$ cat src/hw/rtl/npt_pkg.sv
// shared types, constants and table functions of the nco pll phase tracker
package npt_pkg;

    localparam int CFG_IDX_W = 4;
    localparam int WORD_W    = 31;
    localparam int MUL_A_W   = 18;
    localparam int MUL_B_W   = 33;
    localparam int PROD_W    = MUL_A_W + MUL_B_W;
    localparam int RND_W     = PROD_W - 14;
    localparam int SUM_W     = RND_W + 1;

    localparam logic [CFG_IDX_W-1:0] CFG_INITIAL_FREQ = 4'd0;
    localparam logic [CFG_IDX_W-1:0] CFG_MIN_FREQ     = 4'd1;
    localparam logic [CFG_IDX_W-1:0] CFG_MAX_FREQ     = 4'd2;
    localparam logic [CFG_IDX_W-1:0] CFG_PROP_GAIN    = 4'd3;
    localparam logic [CFG_IDX_W-1:0] CFG_INT_GAIN     = 4'd4;
    localparam logic [CFG_IDX_W-1:0] CFG_FILTER_COEFF = 4'd5;
    localparam logic [CFG_IDX_W-1:0] CFG_MIN_AMP      = 4'd6;
    localparam logic [CFG_IDX_W-1:0] CFG_LOCK_THRESH  = 4'd7;

    localparam logic [15:0] FILTER_COEFF_RESET = 16'd32768;
    localparam logic [31:0] QUARTER_TURN       = 32'h4000_0000;
    localparam logic [PROD_W-1:0] ROUND_HALF   = PROD_W'(16384);
    localparam logic [15:0] AMP_MAX            = 16'd32768;

    typedef enum logic [2:0] {
        OP_NONE,
        OP_SIN,
        OP_COS,
        OP_AF,
        OP_RAW,
        OP_EF,
        OP_INT,
        OP_PROP
    } t_mul_op;

    typedef enum logic [3:0] {
        ST_IDLE,
        ST_SIN,
        ST_COS,
        ST_AF,
        ST_RAW,
        ST_WAIT_RAW,
        ST_EF,
        ST_WAIT_EF,
        ST_INT,
        ST_WAIT_INT,
        ST_PROP,
        ST_FIN
    } t_state;

    typedef struct packed {
        t_mul_op mul_op;
        logic    load_sample;
        logic    restart;
    } t_ctl_cmd;

    typedef struct packed {
        logic out_free;
    } t_dp_status;

    function automatic logic signed [15:0] quarter_sine(input logic [6:0] off);
        logic signed [15:0] v;
        case (off)
            7'd0:  v = 16'sd0;     7'd1:  v = 16'sd804;   7'd2:  v = 16'sd1608;
            7'd3:  v = 16'sd2410;  7'd4:  v = 16'sd3212;  7'd5:  v = 16'sd4011;
            7'd6:  v = 16'sd4808;  7'd7:  v = 16'sd5602;  7'd8:  v = 16'sd6393;
            7'd9:  v = 16'sd7179;  7'd10: v = 16'sd7962;  7'd11: v = 16'sd8739;
            7'd12: v = 16'sd9512;  7'd13: v = 16'sd10278; 7'd14: v = 16'sd11039;
            7'd15: v = 16'sd11793; 7'd16: v = 16'sd12539; 7'd17: v = 16'sd13279;
            7'd18: v = 16'sd14010; 7'd19: v = 16'sd14732; 7'd20: v = 16'sd15446;
            7'd21: v = 16'sd16151; 7'd22: v = 16'sd16846; 7'd23: v = 16'sd17530;
            7'd24: v = 16'sd18204; 7'd25: v = 16'sd18868; 7'd26: v = 16'sd19519;
            7'd27: v = 16'sd20159; 7'd28: v = 16'sd20787; 7'd29: v = 16'sd21403;
            7'd30: v = 16'sd22005; 7'd31: v = 16'sd22594; 7'd32: v = 16'sd23170;
            7'd33: v = 16'sd23731; 7'd34: v = 16'sd24279; 7'd35: v = 16'sd24811;
            7'd36: v = 16'sd25329; 7'd37: v = 16'sd25832; 7'd38: v = 16'sd26319;
            7'd39: v = 16'sd26790; 7'd40: v = 16'sd27245; 7'd41: v = 16'sd27683;
            7'd42: v = 16'sd28105; 7'd43: v = 16'sd28510; 7'd44: v = 16'sd28898;
            7'd45: v = 16'sd29268; 7'd46: v = 16'sd29621; 7'd47: v = 16'sd29956;
            7'd48: v = 16'sd30273; 7'd49: v = 16'sd30571; 7'd50: v = 16'sd30852;
            7'd51: v = 16'sd31113; 7'd52: v = 16'sd31356; 7'd53: v = 16'sd31580;
            7'd54: v = 16'sd31785; 7'd55: v = 16'sd31971; 7'd56: v = 16'sd32137;
            7'd57: v = 16'sd32285; 7'd58: v = 16'sd32412; 7'd59: v = 16'sd32521;
            7'd60: v = 16'sd32609; 7'd61: v = 16'sd32678; 7'd62: v = 16'sd32728;
            7'd63: v = 16'sd32757; 7'd64: v = 16'sd32767;
            default: v = 16'sd0;
        endcase
        return v;
    endfunction

    function automatic logic signed [15:0] table_at(input logic [7:0] idx);
        logic [6:0] off;
        logic [6:0] mirror;
        logic signed [15:0] v;
        off    = {1'b0, idx[5:0]};
        mirror = 7'd64 - off;
        case (idx[7:6])
            2'd0:    v = quarter_sine(off);
            2'd1:    v = quarter_sine(mirror);
            2'd2:    v = -quarter_sine(off);
            default: v = -quarter_sine(mirror);
        endcase
        return v;
    endfunction

    // scale by 2^-15, half away from zero
    function automatic logic signed [RND_W-1:0] q15_round(input logic signed [PROD_W-1:0] p);
        logic [PROD_W-1:0] m;
        logic [PROD_W-1:0] q;
        m = p[PROD_W-1] ? PROD_W'(-p) : PROD_W'(p);
        q = (m + ROUND_HALF) >> 15;
        return p[PROD_W-1] ? -$signed(q[RND_W-1:0]) : $signed(q[RND_W-1:0]);
    endfunction

endpackage

$ cat src/hw/rtl/npt_ctrl.sv
// sequencer of the shared multiplier for one sample
module npt_ctrl
    import npt_pkg::*;
(
    input  logic       i_clk,
    input  logic       i_rst_n,
    input  logic       i_in_valid,
    input  logic       i_action,
    input  t_dp_status i_status,
    output logic       o_in_ready,
    output t_ctl_cmd   o_cmd
);

    t_state r_state;
    t_state n_state;

    always_ff @(posedge i_clk) begin
        if (!i_rst_n) begin
            r_state <= ST_IDLE;
        end else begin
            r_state <= n_state;
        end
    end

    always_comb begin
        n_state     = r_state;
        o_in_ready  = 1'b0;
        o_cmd       = '{mul_op: OP_NONE, load_sample: 1'b0, restart: 1'b0};
        unique case (r_state)
            ST_IDLE: begin
                o_in_ready = 1'b1;
                if (i_in_valid) begin
                    if (i_action) begin
                        o_cmd.restart = 1'b1;
                    end else begin
                        o_cmd.load_sample = 1'b1;
                        n_state = ST_SIN;
                    end
                end
            end
            ST_SIN: begin
                o_cmd.mul_op = OP_SIN;
                n_state = ST_COS;
            end
            ST_COS: begin
                o_cmd.mul_op = OP_COS;
                n_state = ST_AF;
            end
            ST_AF: begin
                o_cmd.mul_op = OP_AF;
                n_state = ST_RAW;
            end
            ST_RAW: begin
                o_cmd.mul_op = OP_RAW;
                n_state = ST_WAIT_RAW;
            end
            ST_WAIT_RAW: begin
                n_state = ST_EF;
            end
            ST_EF: begin
                o_cmd.mul_op = OP_EF;
                n_state = ST_WAIT_EF;
            end
            ST_WAIT_EF: begin
                n_state = ST_INT;
            end
            ST_INT: begin
                o_cmd.mul_op = OP_INT;
                n_state = ST_WAIT_INT;
            end
            ST_WAIT_INT: begin
                n_state = ST_PROP;
            end
            ST_PROP: begin
                if (i_status.out_free) begin
                    o_cmd.mul_op = OP_PROP;
                    n_state = ST_FIN;
                end
            end
            ST_FIN: begin
                n_state = ST_IDLE;
            end
            default: begin
                n_state = ST_IDLE;
            end
        endcase
    end

endmodule

$ cat config.mk
export PLATFORM = sky130hd
export DESIGN_NAME = npt_ctrl
export DESIGN_NICKNAME = d
export VERILOG_FILES = /design/src/hw/rtl/npt_pkg.sv /design/src/hw/rtl/npt_ctrl.sv
export SDC_FILE = /design/constraint.sdc
export NUM_CORES = 1
export LEC_CHECK = 0
export BUFFER_PORTS_ARGS = -buffer_cell sky130_fd_sc_hd__buf_2
export CORE_AREA = 5 5 42 44
export CTS_BUF_LIST = sky130_fd_sc_hd__clkbuf_2
export DETAILED_ROUTE_END_ITERATION = 6
export DIE_AREA = 0 0 47 49
export SLEW_MARGIN = 10
export SYNTH_ARGS = -nofsm -noshare
export SYNTH_HDL_FRONTEND = slang
export SYNTH_SLANG_ARGS = --single-unit
export TNS_END_PERCENT = 50
$ cat constraint.sdc
create_clock -name i_clk -period 1.43 [get_ports i_clk]
set_input_delay 0.2145 -clock i_clk [delete_from_list [all_inputs] [get_ports i_clk]]
set_output_delay 0.2145 -clock i_clk [all_outputs]
set_load 0.1 [all_outputs]
==> out/results.tsv <==
metric	value	unit
syn_nets	41	
synth_cell_type_count	25	
fillers	142	
rsz0062_at_grt	true	
maxCapViolCount	0	
max_freq	643	MHz
drtIter0Drc	1	
clkPwrFrac	11.2	%
place_congestion	0.738	
ys_async_sr_fraction	0	%
synth.area.mux_share	3.24	%
place_hpwl	581	um
cts_buffers	3	
grt_start_max_net_pins	9	
syn_area	309	um2
synth.most_common_cell	dfxtp_1	
finalCriticalPeriod	1.56	ns
cts.sinks	4	
leakage	0.000245	uW
grt_pass1_vias	344	
drc	0	
first_pass_iters	2	
crit_fanout	5	
row_count	14	
period_share	109	%
whs	0.283	ns
reg_top3	r_state (4)	
synth-seq-cells	4	
io_buffers	10	
synth-adder-area-share	0	%
grt_pass1_wl	1380	um
drive_gt1_share	62.3	%
viasPerCell	4.54	
die_w	47	um
power_switching	443	uW
cp_data_required_time	1.22	ns
synth_top_family_by_area	simple AND/OR/NAND/NOR gates	
clkLatencyLatePin	0.20	ns
crit_path_end_kind	output port	
slowest_delay	0.34	ns
synth_edf_count	0	
slew_violations	0	
cts-root-buf	clkbuf_2	
clk_transition_reported_paths	0.04	ns
yosys.area_share.xor_xnor	5.67	%
swShare	50.1	%
p_int	441	uW
hold_path.class	in -> reg	
synth_simple_gate_area_share	43.7	%
gr-total-overflow	0	
crit_arrival	1.34	ns
setup_ws	-0.126	ns
synth_top_area_cell	dfxtp_1	
holdBufCountCts	0	
ir_worst_vdd	0.000995	V
final_hold_viol_count	0	
start_kind	register	
cts_buffer_depth	2	
grt_usage	8.45	%
p_per_area	1610	nW/um2
largest_reg_flops	4	
synth_warnings	0	
synth_compound_area_share	12.6	%
p_seq_share	19.7	%
status	complete, but fails checks	
antenna_cells	0	
fin_nets	60	
dp_slack	0.0344	ns
antenna_found_initial	0	
cts_tree	yes	
top_register	r_state	
failed_checks	negative setup slack	
worst_slew_pin_slew	0.288	ns
wl_per_cell	11.1	um
utilization	39.1	%
crit_chain	nor4_4, nor3b_4, buf_12	
ys.flop_type	dfxtp_1	
wl	764	um
yosys-top-cells-area	dfxtp_1, nor4_4, nor2b_1	
dieArea	2300	um2
synth_cells	36	
synth.avg_cell_area	8.58	um2
slowest_stage	dfxtp_2	
syn_to_final_growth	77.3	%
setup_viol	5	
combPwrFrac	69.1	%
crit_type	reg -> out	
ys_top_cells_by_count	dfxtp_1, nor2b_1	
die_y	49	um
seq_area_frac_synth	25.9	%
synth_top_area_share	25.9	%
initial_core_util	22.1	%
htreeDepth	1	
io-pin-count	11	
coreArea	1400	um2
max_slew_margin	80.7	%
postRouteAntennaNets	0	
finClkSkew	0.00186	ns
vias	313	
area by class of cell:
| cell class | instances | area (um2) | area share [%] |
|---|---|---|---|
| timing repair buffer | 17 | 193 | 35.2 |
| clock buffer | 3 | 15.0 | 2.74 |
| sequential | 4 | 85.1 | 15.5 |
| tap | 16 | 20.0 | 3.65 |
| inverter | 1 | 3.75 | 0.685 |
| multi-input combinational | 28 | 231 | 42.2 |
kinds of logic after synthesis:
| group | after synthesis |
|---|---|
| multiplexers | 1 |
| XOR/XNOR | 2 |
| AO/OA/AOI/OAI | 6 |
| flip-flops | 4 |
| AND/OR/NAND/NOR | 19 |
| buffers and inverters | 4 |
repair_timing:
action | 4_1_cts | 5_1_grt
gates resized for setup | 5 | 3
pin swaps | 1 | 0
buffers inserted | 1 | 0
setup endpoints to repair | 6 | 6
worst max-delay path, delay by kind of cell, from the launching register on:
family / cells / cell delay, ns
and+or+nand+nor: 2 / 0.59
DFF: 1 / 0.34
buffers and inverters: 1 / 0.20
cell usage in the layout, fill, tap and decap left out, drive strengths merged:
master,count
mux2i,1
and3,2
nor2b,3
a22oi,1
nor4,1
nor3b,2
nand3b,1
o31ai,1
nor2,2
buf,17
xor2,2
nand2,2
inv,1
nand2b,2
a21oi,2
and2b,2
and4b,1
dfxtp,4
o21ai,2
nand3,1
clkbuf,3
metrics by stage:
step           cells  power (uW)  TNS [ns]  instance area (um2)
2_1_floorplan     36         546     -5.71                  329
3_3_place_gp      65         757         0                  507
3_5_place_dp      65         758         0                  507
4_1_cts           69         885    -0.561                  538
5_1_grt           69         928    -0.866                  548
6_report          69         885    -0.437                  548
power by group through the flow:
stage                     logic, uW  registers (uW)  clock network, uW
after global placement          589             169                  0
after detailed placement        588             170                  0
after global routing            639             179                109
after CTS                       609             172                104
after floorplan                 400             145                  0
final                           611             175               98.8
worst paths after layout:
| kind | start | slack [ns] | depth (start not counted) | end |
|---|---|---|---|---|
| min reg2reg | r_state[3] | 0.49 | 1 | r_state[2] |
| min | i_rst_n | 0.28 | 2 | r_state[3] |
| max | r_state[3] | -0.13 | 3 | o_cmd[1] |
| max reg2reg | r_state[3] | 0.15 | 5 | r_state[0] |
metal layers:
layer / track usage (%) / wire length [um] / up-vias
li1: - / - / 160
met1: 9.67 / 347 / 140
met2: 11.8 / 369 / 11
met3: 2.21 / 28 / 2
met4: 8.29 / 19 / 0
met5: 0 / 0 / -
(Power assumes the default switching activity.)
